$ cat src/rtl/nls_pkg.sv
package nls_pkg;

  localparam int DEF_MAX_LIGHTS = 16;
  localparam int DEF_COORD_BITS = 16;

  localparam int MODE_W     = 2;
  localparam int POS_W      = 16;
  localparam int ID_W       = 16;
  localparam int LIMIT_W    = 7;
  localparam int STATUS_W   = 2;
  localparam int SLOT_OUT_W = 6;
  localparam int DIST_OUT_W = 34;

  localparam logic [MODE_W-1:0] MODE_ADD   = 2'd0;
  localparam logic [MODE_W-1:0] MODE_CLEAR = 2'd1;
  localparam logic [MODE_W-1:0] MODE_QUERY = 2'd2;

  localparam logic [STATUS_W-1:0] ST_OK    = 2'd0;
  localparam logic [STATUS_W-1:0] ST_FULL  = 2'd1;
  localparam logic [STATUS_W-1:0] ST_EMPTY = 2'd2;
  localparam logic [STATUS_W-1:0] ST_ACK   = 2'd3;

  typedef struct packed {
    logic clear;
    logic shift;
  } cell_ctl_t;

endpackage

$ cat src/rtl/nls_dist.sv
module nls_dist #(
  parameter int CW = 16,
  parameter int SW = 4,
  localparam int DW = 2 * CW + 2
) (
  input  logic                   clk,
  input  logic                   rst,
  input  logic                   in_vld,
  input  logic [CW-1:0]          lx,
  input  logic [CW-1:0]          ly,
  input  logic [CW-1:0]          lz,
  input  logic [CW-1:0]          qx,
  input  logic [CW-1:0]          qy,
  input  logic [CW-1:0]          qz,
  input  logic [SW-1:0]          in_slot,
  input  logic [nls_pkg::ID_W-1:0] in_id,
  output logic                   out_vld,
  output logic [DW-1:0]          out_dist,
  output logic [SW-1:0]          out_slot,
  output logic [nls_pkg::ID_W-1:0] out_id
);
  import nls_pkg::*;

  function automatic logic [CW-1:0] mag(input logic [CW-1:0] a, input logic [CW-1:0] b);
    logic signed [CW:0] d;
    d = $signed({a[CW-1], a}) - $signed({b[CW-1], b});
    return d[CW] ? CW'(-d) : d[CW-1:0];
  endfunction

  logic              v1, v2;
  logic [CW-1:0]     m_x, m_y, m_z;
  logic [2*CW-1:0]   sq_x, sq_y, sq_z;
  logic [SW-1:0]     slot1, slot2;
  logic [ID_W-1:0]   id1, id2;

  always_ff @(posedge clk) begin
    if (rst) begin
      v1      <= 1'b0;
      v2      <= 1'b0;
      out_vld <= 1'b0;
    end else begin
      v1      <= in_vld;
      v2      <= v1;
      out_vld <= v2;
    end
    m_x      <= mag(lx, qx);
    m_y      <= mag(ly, qy);
    m_z      <= mag(lz, qz);
    slot1    <= in_slot;
    id1      <= in_id;
    sq_x     <= (2*CW)'(m_x) * (2*CW)'(m_x);
    sq_y     <= (2*CW)'(m_y) * (2*CW)'(m_y);
    sq_z     <= (2*CW)'(m_z) * (2*CW)'(m_z);
    slot2    <= slot1;
    id2      <= id1;
    out_dist <= DW'(sq_x) + DW'(sq_y) + DW'(sq_z);
    out_slot <= slot2;
    out_id   <= id2;
  end

endmodule

$ cat config.mk
export PLATFORM = sky130hd
export DESIGN_NAME = nls_dist
export DESIGN_NICKNAME = d
export VERILOG_FILES = /design/src/rtl/nls_pkg.sv /design/src/rtl/nls_dist.sv
export SDC_FILE = /design/constraint.sdc
export NUM_CORES = 2
export LEC_CHECK = 0
export ABC_AREA = 1
export BUFFER_PORTS_ARGS = -buffer_cell sky130_fd_sc_hd__buf_4
export CAP_MARGIN = 25
export CORE_MARGIN = 1.5
export CORE_UTILIZATION = 50
export DETAILED_ROUTE_END_ITERATION = 6
export PLACE_DENSITY = 0.81
export RECOVER_POWER = 100
export SLEW_MARGIN = 20
export SYNTH_ARGS = -nofsm -noshare
export SYNTH_HDL_FRONTEND = slang
export SYNTH_SLANG_ARGS = --single-unit
$ cat constraint.sdc
create_clock -name clk -period 5.3 [get_ports clk]
set_input_delay 0.265 -clock clk [delete_from_list [all_inputs] [get_ports clk]]
set_output_delay 0.265 -clock clk [all_outputs]
set_load 0.005 [all_outputs]
== Word level (Yosys, flattened, before mapping) ==
Cells that the tools add are included.
Storage, ports and cells
  bits of input ports: 119
  output and inout bits: 55
  register bits: 241
Cells by class
  multiply operators: 3
  mux-type cells: 3
  $add $sub $neg: 8
Operators with widths (number)
  multiplier 16 x 16 -> 32 bit: 3
  subtractor 16 x 16 -> 17 bit: 3
  two-way mux 16 bit: 3
  negation 16 bit: 3
  adder 33 x 32 -> 34 bit: 1
  adder 32 x 32 -> 33 bit: 1

== Depth between registers and ports, before layout ==
  depth after elaboration: 3
  gate-level depth with buffers: 29

== Least setup slack after synthesis ==
Ideal clock, no wire load.
  path type: register to register
  start: register m_x[13]
  end: register sq_x[29]
  path buffers: 2
  library setup time: 0.112 ns
  cell stages (with the launch flop): 23
  data required time: 5.188 ns
  setup slack: -0.150 ns
  arrival: 5.338 ns
  path through: dfxtp_1 > clkbuf_1 > clkbuf_1 > nand2_1 > fa_1 > fa_1 > inv_1 > fa_1 > fa_1 > fa_1 > inv_1 > fa_1 > inv_1 > ha_1 > a21oi_1 > o21ai_0 > a21oi_1 > nand3_1 > a21o_1 > nand2_1 > nand2_1 > nand2_1 > nand2_1
On the way
  cells in the longest elaborated chain, start to end: 1
Ends and longest elaborated chain
  start, declared: RTL line nls_dist.sv:31  | logic [CW-1:0] m_x, m_y, m_z;
  start signal, assigned: RTL line nls_dist.sv:46  | m_x <= mag(lx, qx);
  multiplier 16 x 16 -> 32 bit: RTL line nls_dist.sv:51  | sq_x <= (2*CW)'(m_x) * (2*CW)'(m_x);
  end signal, assigned: RTL line nls_dist.sv:51
  end, declared: RTL line nls_dist.sv:32  | logic [2*CW-1:0] sq_x, sq_y, sq_z;
Every way passes these cells.
A chain may end at the register's enable or synchronous reset.

== Final worst setup path ==
  start: register m_x[10]
  end: register sq_x[30]
Same word-level chain as after synthesis.

==> metrics.cfg <==
[clock_tree]
cts.clk_slew.worst_paths_ns=0.07
clk_path_buf_depth=3
cts.sink_count=238
clock_latency_ns=0.58
htreeDepth=1
tritoncts=done
cts_made_buffers=29
clockRootBuffer=clkbuf_16

[logic_synthesis]
synth_edf_count=0
ys_warn_count=0
ys.flop_type=dfxtp_1
synth_xor_area_frac=0.0497
syn_inst=4118
synth_top_family_by_area=adder cells
synth-simple-area-share=0.152
yosysUniqueCellTypes=42
async_reset_ff_frac=0
synth_area_leader_cell=fa_1
yosysSeqAreaShare=0.144
synth_mux_area_frac=0
ys_ff_latch=238
synth_top_area_frac=0.316
synth_area_leaders=fa_1, ha_1, dfxtp_1
synthAdderAreaFrac=0.461
syn_area_um2=33000
synth-compound-area-share=0.0547
syn_avg_cell_area_um2=8.01

[drt]
final_antenna_net_count=0
viasPerCell=5.05
dr.pass1.iters=6
avgRoutedWirePerCell_um=14.9
vias=27700
drt_drc_violations_left=0
first_iter_violations=1912
drt_wl_total_um=81800

[global_route]
antenna_found_initial=1
grt_pass1_vias=28400
groute.usage.overall=0.228
grt_overflow_total=0
grt_start_max_net_pins=18
grt_first_pass_wirelength_um=128000

[place]
dp_hpwl_um=63200
place_congestion=0.952
io_buffer_count=173
place_area_um2=37300

[setup_path]
critPathLaunchType=register
cp_max_fo=7
startpoint=m_x[10]
timing.rr.start=m_x[10]
r2r_slack_ns=-0.10
worst-setup-path-type=reg -> reg
cp-end-kind=register
arrival_ns=5.88
r2r_end=sq_x[30]
worstPathRequired_ns=5.78
crit_path_end=sq_x[30]
r2r_cells=20

[timing]
slew_viol_final=0
rsz0062_at_grt=yes
finalSetupViolations=16
finClkSkew_ns=0.0235
setup_slack_ns=-0.102
hold_viol=0
tightestPinTransition_ns=0.501
relSlewSlack=0.663
hold_ws_ns=0.0249
fmax_ghz=0.185
finalCritPeriodShare=1.02
finalCriticalPeriod_ns=5.40

[die]
rows=94
io_pins=174
core_um2=65500
die_h_um=260
start_util=0.504
die_area_um2=67600
dieWidth_um=260

[outcome]
violations=setup timing
status=finished, violations left

[final_layout]
final_common_cell=inv_1
register_area_um2=4910
drive_above_1_share=0.212
antenna_cells=0
syn_to_final_growth_pct=23.8
num-fill-cells=4919
fin_area_um2=40900
final_cell_mix=inv_1, nand2_1, fa_1, buf_4, ha_1
multi_input_area_um2=25200
nets=5621

[job]
cap_violations=0

[min_path]
hold_path.class=in -> reg

[area by class of cell]
class | count | share of cell area
Inverter | 1120 | 0.103
Sequential cell | 238 | 0.120
Tap cell | 864 | 0.0265
Timing Repair Buffer | 538 | 0.108
Multi-Input combinational cell | 2671 | 0.618
Clock buffer | 34 | 0.0190
Clock inverter | 19 | 0.00579
[kinds of logic (layout without fill, tap and decap cells)]
family	count (synthesis)	after routing
buf+inv	1211	1711
xor+xnor	185	185
simple gates	1253	1253
flops	238	238
fa+ha+maj	904	904
other cells	1	3
compound gates	326	326
[registers in the layout, indices dropped and copies added (netlist names)]
register / flops
slot2: 4
slot1: 4
v1: 1
out_vld: 1
id2: 16
out_slot: 4
out_dist: 34
m_z: 16
m_x: 16
sq_z: 31
out_id: 16
m_y: 16
id1: 16
v2: 1
sq_y: 31
sq_x: 31
[how the worst min path moves through the flow]
| stage | slack, ns | cells after the start | endpoint | start |
|---|---|---|---|---|
| after global placement | 0.31 | 0 | out_slot[2] | slot2[2] |
| after floorplan | 0.29 | 0 | id1[0] | in_id[0] |
| final | 0.02 | 3 | m_y[0] | qy[0] |
| after global routing | 0.03 | 3 | m_y[0] | qy[0] |
| after detailed placement | 0.31 | 0 | id2[13] | id1[13] |
| after CTS | 0.009 | 3 | m_y[0] | qy[0] |
[synthesized netlist by cell type, drive strengths merged (7+ instances only)]
cell / count
a21o: 16
a21oi: 166
a31oi: 14
clkbuf: 88
dfxtp: 238
fa: 521
ha: 383
inv: 1120
nand2: 864
nand3: 111
nand4: 19
nor2: 206
nor3: 33
o21a: 7
o21ai: 90
o21bai: 13
or2: 8
xnor2: 53
xor2: 132
[worst max-delay path: stages, from the launching register on]
cell and delay (ns):
dfxtp_4 0.42, buf_6 0.12, nand2_2 0.06, fa_1 0.50, inv_2 0.06, fa_2 0.60, fa_1 0.48, fa_1 0.50
fa_1 0.53, inv_2 0.04, fa_1 0.51, inv_2 0.05, ha_4 0.25, buf_6 0.13, nand2_2 0.08, o21ai_1 0.09
a21oi_1 0.19, nand3_2 0.15, buf_6 0.16, a31oi_4 0.16, xor2_2 0.20
[metrics by stage]
stage | TNS (ns) | setup slack, ns | instances | utilization
after floorplan | -0.00464 | -0.00464 | 4120 | -
after global placement | -2.65 | -0.259 | 5358 | 0.569
after detailed placement | -5.48 | -0.380 | 5358 | 0.569
after CTS | -0.0456 | -0.0456 | 5449 | 0.596
after global routing | -6.71 | -0.319 | 5484 | 0.624
final | -0.703 | -0.102 | 5484 | 0.624
[repair_timing]
action,CTS,global route
setup endpoints to repair,53,59
pin swaps,41,227
buffers inserted,15,36
hold endpoints to repair,24,0
gates cloned,0,0
hold buffers,23,0
resized for setup,126,452
[layer usage]
layer / vias to the layer above / GRT usage / routed length, um
met5: - / 0 / 0
met4: 0 / 0.0885 / 3590
met3: 262 / 0.0233 / 4760
met2: 982 / 0.410 / 41500
met1: 13300 / 0.280 / 31900
li1: 13200 / - / -
Power is left out: the tool's default activity adds up to more than one toggle a clock period on the data nets, which glitch-free logic cannot reach.
