File: config.mk
export PLATFORM = sky130hd
export DESIGN_NAME = nls_sort_cell
export DESIGN_NICKNAME = d
export VERILOG_FILES = /design/src/rtl/nls_pkg.sv /design/src/rtl/nls_sort_cell.sv
export SDC_FILE = /design/constraint.sdc
export NUM_CORES = 1
export LEC_CHECK = 0
export BUFFER_PORTS_ARGS = -buffer_cell sky130_fd_sc_hd__buf_2
export CAP_MARGIN = 30
export CORE_ASPECT_RATIO = 0.9
export CORE_MARGIN = 2
export CORE_UTILIZATION = 30
export DETAILED_ROUTE_END_ITERATION = 10
export GPL_ROUTABILITY_DRIVEN = 0
export PLACE_DENSITY = 0.57
export SKIP_CTS_REPAIR_TIMING = 1
export SYNTH_ARGS = -nofsm -noshare
export SYNTH_HDL_FRONTEND = slang
export SYNTH_SLANG_ARGS = --single-unit
File: constraint.sdc
create_clock -name clk -period 13.5 [get_ports clk]
set_clock_uncertainty 0.1 [all_clocks]
set_input_delay 0.675 -clock clk [delete_from_list [all_inputs] [get_ports clk]]
set_output_delay 0.675 -clock clk [all_outputs]
set_load 0.02 [all_outputs]
File: src/rtl/nls_pkg.sv
package nls_pkg;

  localparam int DEF_MAX_LIGHTS = 16;
  localparam int DEF_COORD_BITS = 16;

  localparam int MODE_W     = 2;
  localparam int POS_W      = 16;
  localparam int ID_W       = 16;
  localparam int LIMIT_W    = 7;
  localparam int STATUS_W   = 2;
  localparam int SLOT_OUT_W = 6;
  localparam int DIST_OUT_W = 34;

  localparam logic [MODE_W-1:0] MODE_ADD   = 2'd0;
  localparam logic [MODE_W-1:0] MODE_CLEAR = 2'd1;
  localparam logic [MODE_W-1:0] MODE_QUERY = 2'd2;

  localparam logic [STATUS_W-1:0] ST_OK    = 2'd0;
  localparam logic [STATUS_W-1:0] ST_FULL  = 2'd1;
  localparam logic [STATUS_W-1:0] ST_EMPTY = 2'd2;
  localparam logic [STATUS_W-1:0] ST_ACK   = 2'd3;

  typedef struct packed {
    logic clear;
    logic shift;
  } cell_ctl_t;

endpackage

File: src/rtl/nls_sort_cell.sv
module nls_sort_cell #(
  parameter int DW = 34,
  parameter int SW = 4,
  localparam int EW = 1 + DW + SW + nls_pkg::ID_W
) (
  input  logic               clk,
  input  logic               rst,
  input  nls_pkg::cell_ctl_t ctl,
  input  logic [EW-1:0]      ins,
  input  logic [EW-1:0]      right,
  output logic [EW-1:0]      held,
  output logic [EW-1:0]      pass
);
  import nls_pkg::*;

  logic          in_vld, h_vld, less;
  logic [DW-1:0] in_dist, h_dist;
  logic [SW-1:0] in_slot, h_slot;

  assign in_vld  = ins[EW-1];
  assign in_dist = ins[EW-2 -: DW];
  assign in_slot = ins[ID_W +: SW];
  assign h_vld   = held[EW-1];
  assign h_dist  = held[EW-2 -: DW];
  assign h_slot  = held[ID_W +: SW];
  assign less    = !h_vld || (in_dist < h_dist) || ((in_dist == h_dist) && (in_slot < h_slot));

  always_ff @(posedge clk) begin
    if (rst || ctl.clear) begin
      held[EW-1] <= 1'b0;
      pass[EW-1] <= 1'b0;
    end else if (ctl.shift) begin
      held       <= right;
      pass[EW-1] <= 1'b0;
    end else if (in_vld && less) begin
      held <= ins;
      pass <= held;
    end else if (in_vld) begin
      pass <= ins;
    end else begin
      pass[EW-1] <= 1'b0;
    end
  end

endmodule

=== Word level (Yosys, flattened, before mapping) ===
Cells that the tools add are included.

* Word-level logic and storage cells: 25
* Register bits: 110
* Output and inout bits: 110

* Equality and inequality tests: 1
* Mux-type cells: 5
* $lt $le $gt $ge: 2
* Bitwise operators: 2
* Reduce and logical (&&, ||, !) cells: 11

{| class="wikitable"
|+ Operators with widths
! kind !! count
|-
| $mux 55 || 3
|-
| $mux 54 || 1
|-
| $eq 34x34->1 || 1
|-
| $lt 34x34->1 || 1
|-
| $lt 4x4->1 || 1
|-
| $reduce_bool 2->1 || 2
|-
| $logic_or 1x1->1 || 3
|-
| $reduce_and 3->1 || 1
|-
| $logic_and 1x1->1 || 2
|-
| $not 1->1 || 2
|-
| $reduce_and 2->1 || 1
|-
| $reduce_or 2->1 || 1
|-
| $logic_not 1->1 || 1
|-
| $mux 1 || 1
|}

=== Depth between registers and ports, before layout ===
* Depth after elaboration: 6
* Depth in mapped cells: 9
* Mapped depth without buffers: 8

=== Worst setup path before layout ===
OpenSTA, ideal clock, no wires.

* Path kind: in2reg
* Start point: input port ctl[0] (netlist name)
* End point: register pass[0], enable pin
* Data required time: 12.799 ns
* Library setup time: 0.601 ns
* Setup slack: 6.504 ns
* Cell stages on the path: 3
* Data arrival time: 6.296 ns
* Path through: clkbuf_1 -> clkbuf_1 -> nor4_1

* Longest elaborated chain between the ends: 2

{| class="wikitable"
|+ Ends and longest elaborated chain
! element !! line !! RTL
|-
| start, declared || nls_sort_cell.sv:8 || <nowiki>input nls_pkg::cell_ctl_t ctl,</nowiki>
|-
| $not 1->1 (no line) || - ||
|-
| $reduce_and 3->1 (no line) || - ||
|-
| end signal, assigned || nls_sort_cell.sv:37 || <nowiki>pass <= held;</nowiki>
|-
| end signal, assigned || nls_sort_cell.sv:39 || <nowiki>pass <= ins;</nowiki>
|-
| end, declared || nls_sort_cell.sv:12 || <nowiki>output logic [EW-1:0] pass</nowiki>
|}

No other way between the ends.
A chain may end at the register's enable or synchronous reset.

=== Worst setup path in the final report ===
* Start point: input port ins[53]
* End point: register held[48], enable pin

* Longest elaborated chain between the ends: 6
* Elaborated cells between the ends (all ways): 8

{| class="wikitable"
|+ Ends and longest elaborated chain
! element !! line !! RTL
|-
| start, declared || nls_sort_cell.sv:9 || <nowiki>input logic [EW-1:0] ins,</nowiki>
|-
| $lt 34x34->1 / $eq 34x34->1 (equally long branches) || nls_sort_cell.sv:26 || <nowiki>assign less = !h_vld || (in_dist < h_dist) || ((in_dist == h_dist) && (in_slot < h_slot));</nowiki>
|-
| $logic_or 1x1->1 / $logic_and 1x1->1 (equally long branches) || nls_sort_cell.sv:26 ||
|-
| $logic_or 1x1->1 (*) || nls_sort_cell.sv:26 ||
|-
| $logic_and 1x1->1 (*) || nls_sort_cell.sv:35 || <nowiki>end else if (in_vld && less) begin</nowiki>
|-
| $reduce_bool 2->1 (no line) (*) || - ||
|-
| $reduce_and 2->1 (no line) (*) || - ||
|-
| end signal, assigned || nls_sort_cell.sv:33 || <nowiki>held <= right;</nowiki>
|-
| end signal, assigned || nls_sort_cell.sv:36 || <nowiki>held <= ins;</nowiki>
|-
| end, declared || nls_sort_cell.sv:11 || <nowiki>output logic [EW-1:0] held,</nowiki>
|}

Mark *: on every way between the ends. The rest lies on a longest branch, timed or not.

==> results.md <==
- Design area: 7510 sq um
- Initial Util: 30.4%
- Layout area overhead: 29.7%
- Most used cell, CP: buf_4
- Final setup TNS: 0 ps
- Reg2reg path depth: 11
- RSZ-0062 raised after global routing: no
- Die height: 136 microns
- Fin nets: 757
- Via count: 3869
- Seq/Total Area, Yosys: 56.7%
- Worst Path Max Fanout: 32
- Syn Inst Count: 377
- CP Buf/Inv Count: 4
- Port bufs: 223
- Die area: 20400 sq um
- Placed cell count: 844
- Die W: 150 microns
- CTS tree: yes
- Congestion Overflow GR: 0
- Hold Crit Class: primary input to flip-flop
- YS warnings: 0
- Max Clk Rate: 0.249 GHz
- Worst VDD drop: 0.0670 mV
- Status: finished clean
- Clock buffer depth: 2
- WP data required: 13430 ps
- Tightest Pin Transition: 649 ps
- Number of max-cap violations: 0
- Fin worst setup slack: 9490 ps
- Worst path slowest cell: o41a_1
- Critical path depth: 11
- # DRC: 0
- PwrDens: 108 nW/um^2
- Dpl cell area: 7190 sq um
- First-pass iteration count of the detailed router: 5
- Delay-heaviest family, CP: buffers and inverters
- Worst rel slew slack: 56.7%
- Final wirelength: 14400 microns
- Clk_lat worst skew: 350 ps
- Final Hold Vio Count: 0
- FF+latch count, synth: 110
- Hold_ws: 466 ps
- Core ar.: 19000 sq um
- Utilization after layout: 39.4%
- Clock Pin Slew Worst Setup and Hold Paths: 70 ps
- GRT Overall Usage: 14.2%
- Tmin final: 4010 ps
- Worst Setup EP: held[48]
- FP Rows: 48
- Worst EP arrival: 3950 ps
- Vias/cell: 4.49
- Syn avg cell area: 15.3 sq um
- CTS Buf Count: 9
- Design Power: 0.808 mW
- Tcrit/Tclk final: 29.7%
- Setup-failing EPs final: 0
- CTS HTree Levels: 3
- Cell Chain, Critical Path: buf_2, ha_1, nand4_2, nor4_2, nand3_1, o41a_1, o22ai_4, buf_4, buf_16, o21a_2, buf_4
- CP startpoint kind: primary input
- Crit path kind: primary input to flip-flop
- Worst setup path start: ins[53]
- Clk root buf: clkbuf_16
- Pre-CTS setup slack: 8280 ps
- Post-DRT Antenna Nets: 0
- First-pass GRT wire length: 22100 microns
- Worst setup EP type: flip-flop
- Syn nets: 528
- # IOs: 224
- Slew Limit Fails: 0
- Fraction of layout cells with a size suffix above 1: 58.4%
- Initial antenna violation count: 1
- Detailed Place HPWL: 10900 microns
- Initial DRC Count: 137
- Wire per inst: 16.6 microns
- Vias in the first global route: 4145
- Clock sinks: 110
- Worst R2R Setup Slack: 9500 ps
- Count of cell types in the netlist: 28
- Worst path max stage delay: 480 ps
- Worst reg2reg endpoint: held[48]
- Largest net degree at the start of global routing: 43
- Reg2Reg Launch Point: held[52]
- Post-Layout Cell Count: 862
- Synthesized cell area: 5790 sq um
- Leak: 3.36 nW
## synthesized netlist by cell type, drive strengths merged
cell | n | area [sq um]
and2 | 1 | 6.26
dfxtp | 2 | 40.0
o211ai | 1 | 7.51
o41a | 1 | 11.3
a21oi | 17 | 85.1
nor4 | 2 | 18.8
nor2 | 3 | 11.3
mux2 | 107 | 1390
o21ai | 9 | 45.0
inv | 44 | 165
nor3 | 3 | 15.0
nand4 | 6 | 43.8
o21a | 1 | 7.51
nand3 | 3 | 15.0
ha | 37 | 463
nand2 | 13 | 48.8
buf | 6 | 78.8
clkbuf | 6 | 22.5
edfxtp | 108 | 3240
o22ai | 2 | 26.3
nand2b | 1 | 6.26
o311a | 1 | 10.0
a221oi | 3 | 26.3
## area by class of cell
cell class | instances | area [sq um]
multi-input cells | 211 | 2240
inverters | 44 | 165
fillers | 1826 | 11500
clock buffers | 10 | 229
clock inverters | 6 | 68.8
diodes | 1 | 2.50
repair buffers | 230 | 1200
well taps | 250 | 313
flip-flops and latches | 110 | 3280
## report_power, final
part	leakage (nW)	total, mW	internal, mW	switching [mW]
Clock	0.143	0.272	0.146	0.126
Combinational	2.20	0.137	0.0688	0.0679
Sequential	1.01	0.399	0.393	0.00646
## sequential cells by signal, summed over array words and instances (netlist names)
register,cells
held,55
pass,55
## cells by family (layout without fill, tap and decap cells)
group                    count (synthesis)  count (layout)  synth area share (%)
buffers and inverters                   56             290                  4.61
other                                    0               1                     0
adder cells (fa/ha/maj)                 37              37                  8.00
AO/OA/AOI/OAI                           35              35                  3.78
multiplexers                           107             107                  24.0
flip-flops                             110             110                  56.7
AND/OR/NAND/NOR                         32              32                  2.85
## how the worst min path moves through the flow
stage / start / endpoint / slack, ps / cells after the start
after detailed placement: held[3] / pass[3] / 460 / 1
after floorplan: held[54] / pass[54] / 480 / 1
after CTS: ins[54] / held[54] / 450 / 2
after global routing: ins[54] / held[54] / 470 / 2
after global placement: held[3] / pass[3] / 460 / 1
final: ins[54] / held[54] / 470 / 2
## metal layers
layer | share of wire [%] | vias to the layer above | track usage, % | wire, microns
met5 | 0 | - | 0 | 0
met3 | 8.1 | 12 | 4.71 | 1160
met1 | 43 | 1844 | 18.1 | 6230
li1 | - | 1875 | - | -
met2 | 47 | 138 | 23.2 | 6780
met4 | 1.2 | 0 | 3.83 | 176
## cell usage in the layout (no fill, tap or decap), drive strengths merged
cell      count
a221oi        3
diode         1
clkbuf       10
and2          1
o211ai        1
edfxtp      108
clkinvlp      1
o41a          1
a21oi        17
nor2          3
nor4          2
nand2b        1
clkinv        2
o311a         1
mux2        107
nand2        13
dfxtp         2
bufinv        1
o22ai         2
nand4         6
nor3          3
o21ai         9
inv          46
nand3         3
o21a          1
ha           37
buf         230
Note: power is estimated with default switching activity, not from simulation.
