[config.mk]
export PLATFORM = sky130hd
export DESIGN_NAME = nls_ram
export DESIGN_NICKNAME = d
export VERILOG_FILES = /design/src/rtl/nls_ram.sv
export SDC_FILE = /design/constraint.sdc
export NUM_CORES = 1
export LEC_CHECK = 0
export BUFFER_PORTS_ARGS = -buffer_cell sky130_fd_sc_hd__buf_2
export CAP_MARGIN = 20
export CORE_MARGIN = 10
export CORE_UTILIZATION = 55
export CTS_BUF_LIST = sky130_fd_sc_hd__clkbuf_8 sky130_fd_sc_hd__clkbuf_16
export DETAILED_ROUTE_END_ITERATION = 10
export HOLD_SLACK_MARGIN = 0.03
export PLACE_DENSITY = 0.72
export SYNTH_ARGS = -nofsm -noshare
export SYNTH_HDL_FRONTEND = slang
export SYNTH_SLANG_ARGS = --single-unit
[constraint.sdc]
create_clock -name clk -period 9.3 [get_ports clk]
set_input_delay 1.86 -clock clk [delete_from_list [all_inputs] [get_ports clk]]
set_output_delay 1.86 -clock clk [all_outputs]
set_load 0.05 [all_outputs]
[src/rtl/nls_ram.sv]
module nls_ram #(
  parameter int WIDTH = 64,
  parameter int DEPTH = 16,
  localparam int AW = (DEPTH > 1) ? $clog2(DEPTH) : 1
) (
  input  logic             clk,
  input  logic             we,
  input  logic [AW-1:0]    waddr,
  input  logic [WIDTH-1:0] wdata,
  input  logic [AW-1:0]    raddr,
  output logic [WIDTH-1:0] rdata
);

  logic [WIDTH-1:0] mem [DEPTH];

  always_ff @(posedge clk) begin
    if (we) begin
      mem[waddr] <= wdata;
    end
    rdata <= mem[raddr];
  end

endmodule

=== After elaboration in Yosys (flattened, before gate mapping) ===
Memories as Yosys holds them, arrays and structs flattened. A register that Yosys moved wholly into a read port is not among the register bits.
Index checks and enable logic that the tools add are counted.

* Add/sub/neg operators: 0
* Multiply operators: 0
* Divide/modulo/power cells: 0
* $lt $le $gt $ge: 0
* Equality and inequality tests: 0
* Shift operators: 0
* Mux-type cells: 2
* Bitwise operators: 0
* Reductions and logical operators: 0

{| class="wikitable"
|+ Operator list
! kind !! number
|-
| $mux W1 || 2
|}

* Flip-flop bits (word level): 0
* Bits in latches: 0
* Memory bits (writable): 1,024
* ROM bits: 0
* Bits of input ports: 74
* Logic and storage cells: 3
* Memories: 1

{| class="wikitable"
|+ Memory list
! memory !! depth !! bits a word !! rd ports !! clocked after Yosys merged registers in !! wr ports !! RTL line !! RTL
|-
| mem || 16 || 64 || 1 || 1 || 1 || 14 || <nowiki>logic [WIDTH-1:0] mem [DEPTH];</nowiki>
|}

=== Depth between registers and ports, before layout ===
Gate-level depths: netlist (run 1).

* Word-level depth: 2
* Mapped depth: 6
* Depth with buffers taken out: 3

=== Least setup slack after synthesis (run 1) ===
OpenSTA, ideal clock, no wires.

* Kind: in2reg
* Start: input waddr[2]
* End: memory mem[0][0] (enable)
* Library setup time: 0.565 ns
* Arrival time: 6.723 ns
* Data required time: 8.735 ns
* Setup slack: 2.011 ns
* Stages: 2
* Path buffers: 0
* Cell sequence: or3b_2 > nor3_1

{| class="wikitable"
|+ RTL lines
! element !! RTL line !! RTL
|-
| from (decl) || 8 || <nowiki>input logic [AW-1:0] waddr,</nowiki>
|-
| to (decl) || 14 ||
|}

Straight into the memory's write port.

=== Final worst setup path (run 1) ===
* Start: input waddr[2]
* End: memory mem[3][44] (enable)

Straight into the memory's write port.

==> results of run 1 <==
-- worst reg2reg max path, stage by stage (launching register included) --
cell	delay (ns)
edfxtp_1	0.38
mux4_2	0.46
a22oi_1	0.22
nand2_1	0.14
-- per-stage QoR --
step / cell area (um^2) / util / power (uW) / instances / setup WS, ns
4_1_cts: 44800 / 0.628 / 10200 / 2879 / 5.27
3_3_place_gp: 41400 / 0.581 / 6180 / 2685 / 4.63
3_5_place_dp: 41400 / 0.581 / 6200 / 2685 / 4.58
6_report: 44800 / 0.628 / 10100 / 2887 / 5.25
2_1_floorplan: 39600 / - / 5990 / 1647 / 2.01
5_1_grt: 44800 / 0.628 / 10400 / 2884 / 5.21
-- registers in the layout (all words and copies together) (netlist names) --
name and count:
mem 1024, rdata 64
-- kinds of logic after synthesis --
group           count (synthesis)  synth area share
flops                        1088             0.809
mux                           256             0.146
compound gates                128            0.0243
simple gates                   91           0.00942
buf+inv                        84            0.0114
-- layer usage --
layer,vias up,part of all wire,wire (um),global-route usage
li1,7445,-,-,-
met2,884,0.50,41900,0.328
met1,9564,0.39,33100,0.291
met5,-,0.0014,120,0
met4,16,0.019,1610,0.0599
met3,132,0.094,7950,0.0457
-- power groups by stage --
stage	registers [uW]	logic, uW	clock network [uW]
after floorplan	5730	261	0
after global placement	5620	560	0
after detailed placement	5630	572	0
after CTS	5520	575	4110
after global routing	5530	609	4310
final	5520	568	4050
-- worst min-delay path by stage --
stage / from / endpoint / slack [ns] / cells after the start
after floorplan: mem[14][0] / rdata[0] / 0.63 / 3
after global placement: mem[14][16] / rdata[16] / 0.65 / 3
after detailed placement: mem[14][4] / rdata[4] / 0.65 / 3
after CTS: mem[14][4] / rdata[4] / 0.66 / 3
after global routing: mem[14][4] / rdata[4] / 0.69 / 3
final: mem[15][11] / rdata[11] / 0.66 / 3
-- layout make-up --
| type | count | area (um^2) |
|---|---|---|
| repair buffers | 173 | 1020 |
| multi-input cells | 475 | 7230 |
| well taps | 950 | 1190 |
| clock inverters | 78 | 548 |
| clock buffers | 116 | 2790 |
| diodes | 7 | 17.5 |
| flip-flops and latches | 1088 | 32000 |
| fillers | 4674 | 26500 |
-- placed cells by master (no fill, tap or decap), types with 3 or more instances in the layout --
master,synthesis,routed
clkinvlp_4,0,8
clkinv_1,0,10
clkbuf_16,0,106
diode_2,0,7
bufinv_16,0,6
inv_6,0,3
inv_1,0,24
nand2_1,65,65
buf_2,13,135
buf_4,6,33
nor2_4,0,13
dfxtp_1,64,64
clkinv_2,0,24
edfxtp_1,1024,1024
clkbuf_8,0,10
a22oi_1,128,128
mux4_2,256,256
nor3_2,0,4
==> reports/results.txt, run 1 <==
WP data arrival: 4.31 ns
Final hold slack: 0.664 ns
Buffers & Inverters on Critical Path: 2
Post-synth top area share: 0.777
Routed length per instance: 29.3 um
Total CTS buffers: 102
Layout area overhead: 13.3%
Share of cells above drive strength 1: 0.316
Initial antenna violation count: 16
RSZ-0062 raised after global routing: no
CP max FO: 42
Asr flop ratio synth: 0
Buffers on Ports: 137
CP Class: input pin to flip-flop
Post-synthesis register bit count: 1088
Clock Skew: 0.0178 ns
Tcrit/Tclk final: 0.435
CP Capture Type: flip-flop
Leading area contributor after synthesis: edfxtp_1
Nets: 1914
Max Cap Viol: 0
Synth top area cells: edfxtp_1, mux4_2, dfxtp_1
R2R depth: 3
Synth Instances: 1647
Setup bufs post-CTS: 0
Drt drc: 0
Core area: 71400 um^2
Hold buffer count at cts: 0
Die height: 288 um
Largest net degree at the start of global routing: 163
Vias in the first global route: 18.9k
Worst slew margin: 0.242
Launch point of the worst path: waddr[2]
Slew at the pin with the worst max-slew slack: 1.13 ns
Worst Setup EP: mem[3][44]
Clock power frac: 0.399
Critical path launch point type: input pin
Setup-failing EPs final: 0
Vias post-DR: 18.0k
ANT nets after route: 0
Grt ovf: 0
Clock Sinks: 1088
Netlist cell types: 18
Crit path required time: 9.56 ns
Setup TNS: 0 ns
H-tree depth: 3
Initial Utilization: 0.555
Syn. warnings: 0
Number of gates resized after CTS: 0
Critical path depth: 4
Fmax: 247 MHz
Status: finished, final reports clean
Initial DRC count: 2180
CTS clk-pin slew, worst paths: 0.06 ns
Combinational share of power: 0.056
Dpl hpwl: 40.6 mm
FF-to-FF End: rdata[51]
Post-synthesis net count: 1721
Slew Limit Fails: 0
Rows: 98
Synth cell count leaders: edfxtp_1, mux4_2, a22oi_1
Critical path's top delay family: simple AND/OR/NAND/NOR gates
R2R setup slack: 7.97 ns
PwrDens: 226 nW/um^2
Hold Crit Class: flip-flop to flip-flop
Gpl congestion: 0.709
Die area: 83100 um^2
CTS tree: built
First-pass GRT wire length: 126 mm
IO Pins: 138
Seq pwr share: 0.545
Final min period: 4.05 ns
Switching Fraction: 0.212
Clock tree root driver cell: clkbuf_16
Clock latency on the worst-skew pair: 0.65 ns
Switching power: 2150 uW
Count leader, synth: edfxtp_1
Clock Tree Buf Depth: 3
Critical path's largest stage delay: 0.89 ns
Worst-path cell chain: buf_2 -> or3b_2 -> nor2_4 -> buf_4
LEAKAGE: 0.0145 uW
Peak VDD IR: 0.000137 V
Syn_area_per_cell: 24.0 um^2
Sequential share of the synthesized area: 0.809
Total Routing Usage GR: 0.207
Worst r2r src: mem[0][51]
First drt pass iteration count: 5
Post-Route WL: 84.6 mm
Syn Std Cell Area: 39600 um^2
DIE WIDTH: 288 um
Number of synthesized flops with an enable pin: 1024
Post-synth top flop: edfxtp_1
Via density: 6.25
Internal power: 7990 uW
Slowest-stage cell, CP: nor2_4
Final hold vios: 0
(Power assumes the default switching activity.)
==> run 2: changes to the inputs <==
- PLACE_DENSITY: 0.72 -> 0.75
- clock period: 9.3 -> 3.65 ns (I/O delays scaled with it)
==> run 2 against run 1 <==
Worst hold slack got worse by 0.22 ns. Combinational power grew to 2.6 times the previous value. Flip-flop and latch count did not move. Setup slack lost 3.8 ns. Clock skew increased by 0.0024 ns. Non-clock buffer count grew 13. Final cell count increased by 0.28%. First-iteration DRC count shrank 3.2%. Global-route usage rose by 0.53 points. Die area did not move.
==> reports/results.txt, run 2 (synthesis results as in run 1) <==
Filler instances: 4470
Crit path required time: 2.92 ns
Met3 usage: 0.0392
Routed length per instance: 30.2 um
Max FFs per register: 1024
First drt pass iteration count: 7
H-tree depth: 3
Reg with most FFs: mem
R2R setup slack: 2.20 ns
GRT met1 Usage: 0.295
Clock tree root driver cell: clkbuf_16
Buffers on Ports: 137
Initial Utilization: 0.555
R2R depth: 3
Buffers & Inverters on Critical Path: 1
Final instance count without filler cells: 2895
Top flop regs: mem x1024, rdata x64
WP data arrival: 1.48 ns
Dpl cell area: 42000 um^2
Post-Route WL: 87.3 mm
Initial DRC count: 2111
Die area: 83100 um^2
CTS clk-pin slew, worst paths: 0.06 ns
Launch point of the worst path: rdata[21]
Vias post-DR: 18.3k
Core area: 71400 um^2
Worst r2r src: mem[3][59]
Slew at the pin with the worst max-slew slack: 0.854 ns
Clock Skew: 0.0202 ns
Fmax: 453 MHz
Hold buffer count at cts: 0
LEAKAGE: 0.0148 uW
Layout area overhead: 15.3%
Hold_sp: wdata[10]
Rows: 98
CP max FO: 1
Hold Crit Depth: 1
CTS tree: built
Total Routing Usage GR: 0.213
Tcrit/Tclk final: 0.605
Worst Hold End: mem[1][10]
Dpl hpwl: 40.0 mm
Leading cell type in the layout, fill and taps excluded: edfxtp_1
Die height: 288 um
Vias in the first global route: 19.6k
Slowest-stage cell, CP: dfxtp_1
PwrDens: 589 nW/um^2
Top Usage Layer GRT: met2
Clock Tree Buf Depth: 3
DIE WIDTH: 288 um
Placed cells: 2699
Setup bufs post-CTS: 0
First-pass GRT wire length: 130 mm
Setup-failing EPs final: 0
Total CTS buffers: 103
Drt drc: 0
Largest net degree at the start of global routing: 89
FF-to-FF End: rdata[59]
Worst slew margin: 0.429
Via density: 6.31
Critical path's largest stage delay: 0.49 ns
CP Capture Type: output port
ANT nets after route: 0
IO Pins: 138
Status: finished, final reports clean
Final min period: 2.21 ns
Share of cells above drive strength 1: 0.329
Clock Sinks: 1088
Met2 Track Usage GR: 0.346
Worst-path cell chain: buf_2
Final hold vios: 0
Peak VDD IR: 0.000462 V
Final instance area: 45600 um^2
Initial antenna violation count: 12
Grt ovf: 0
Nets: 1928
Critical path launch point type: flip-flop
Gpl congestion: 0.731
Slew Limit Fails: 0
Critical path's top delay family: flip-flops
Max Cap Viol: 0
CP Class: flip-flop to output port
RSZ-0062 raised after global routing: no
Most frequent cells in the layout: edfxtp_1, mux4_2, buf_2
Clock latency on the worst-skew pair: 0.65 ns
Hold Crit Class: input pin to flip-flop
Number of gates resized after CTS: 0
run 2: changes by cell type in the layout (fill, tap and decap cells not counted), sizes merged, moves of 3 or more:
cell    previous run  this run
inv               27        16
bufinv             6        19
clkbuf           116       113
clkinv            37        41
buf              173       186
diode              7         1
run 2: cell type report:
cell class | count | area, um^2 | share of cell area
clock inverter | 82 | 911 | 0.0200
sequential | 1088 | 32000 | 0.702
timing repair buffer | 186 | 1500 | 0.0328
multi-input combinational | 475 | 7260 | 0.159
tap | 950 | 1190 | 0.0260
clock buffer | 113 | 2750 | 0.0602
antenna | 1 | 2.50 | 0.0000548
run 2: power breakdown:
part / internal, uW / switching [uW]
Clock: 6780 / 4550
Sequential: 14000 / 105
Combinational: 515 / 989
run 2: worst max path at each step:
stage | to | slack, ns | cells past startpoint
finish | rdata[21] | 1.44 | 1
global route | rdata[21] | 1.46 | 1
CTS | rdata[21] | 1.46 | 1
detailed placement | rdata[41] | 1.01 | 6
global placement | rdata[36] | 1.04 | 6
floorplan | mem[1][0] | -0.77 | 2
run 2: metrics by stage:
step,setup slack (ns),TNS [ns],power [uW],utilization,hold WS (ns)
6_report,1.44,0,26900,0.640,0.445
5_1_grt,1.46,0,27700,0.640,0.444
4_1_cts,1.46,0,27100,0.640,0.412
3_5_place_dp,1.01,0,15800,0.588,0.653
3_3_place_gp,1.04,0,15800,0.588,0.650
2_1_floorplan,-0.774,-183.81,15300,-,0.635
run 2: metal layers:
| metal | routed length (um) | vias to the layer above | share of wire |
|---|---|---|---|
| li1 | - | 7466 | - |
| met1 | 33900 | 9734 | 0.39 |
| met2 | 43800 | 908 | 0.50 |
| met3 | 7740 | 145 | 0.089 |
| met4 | 1690 | 18 | 0.019 |
| met5 | 118 | - | 0.0014 |
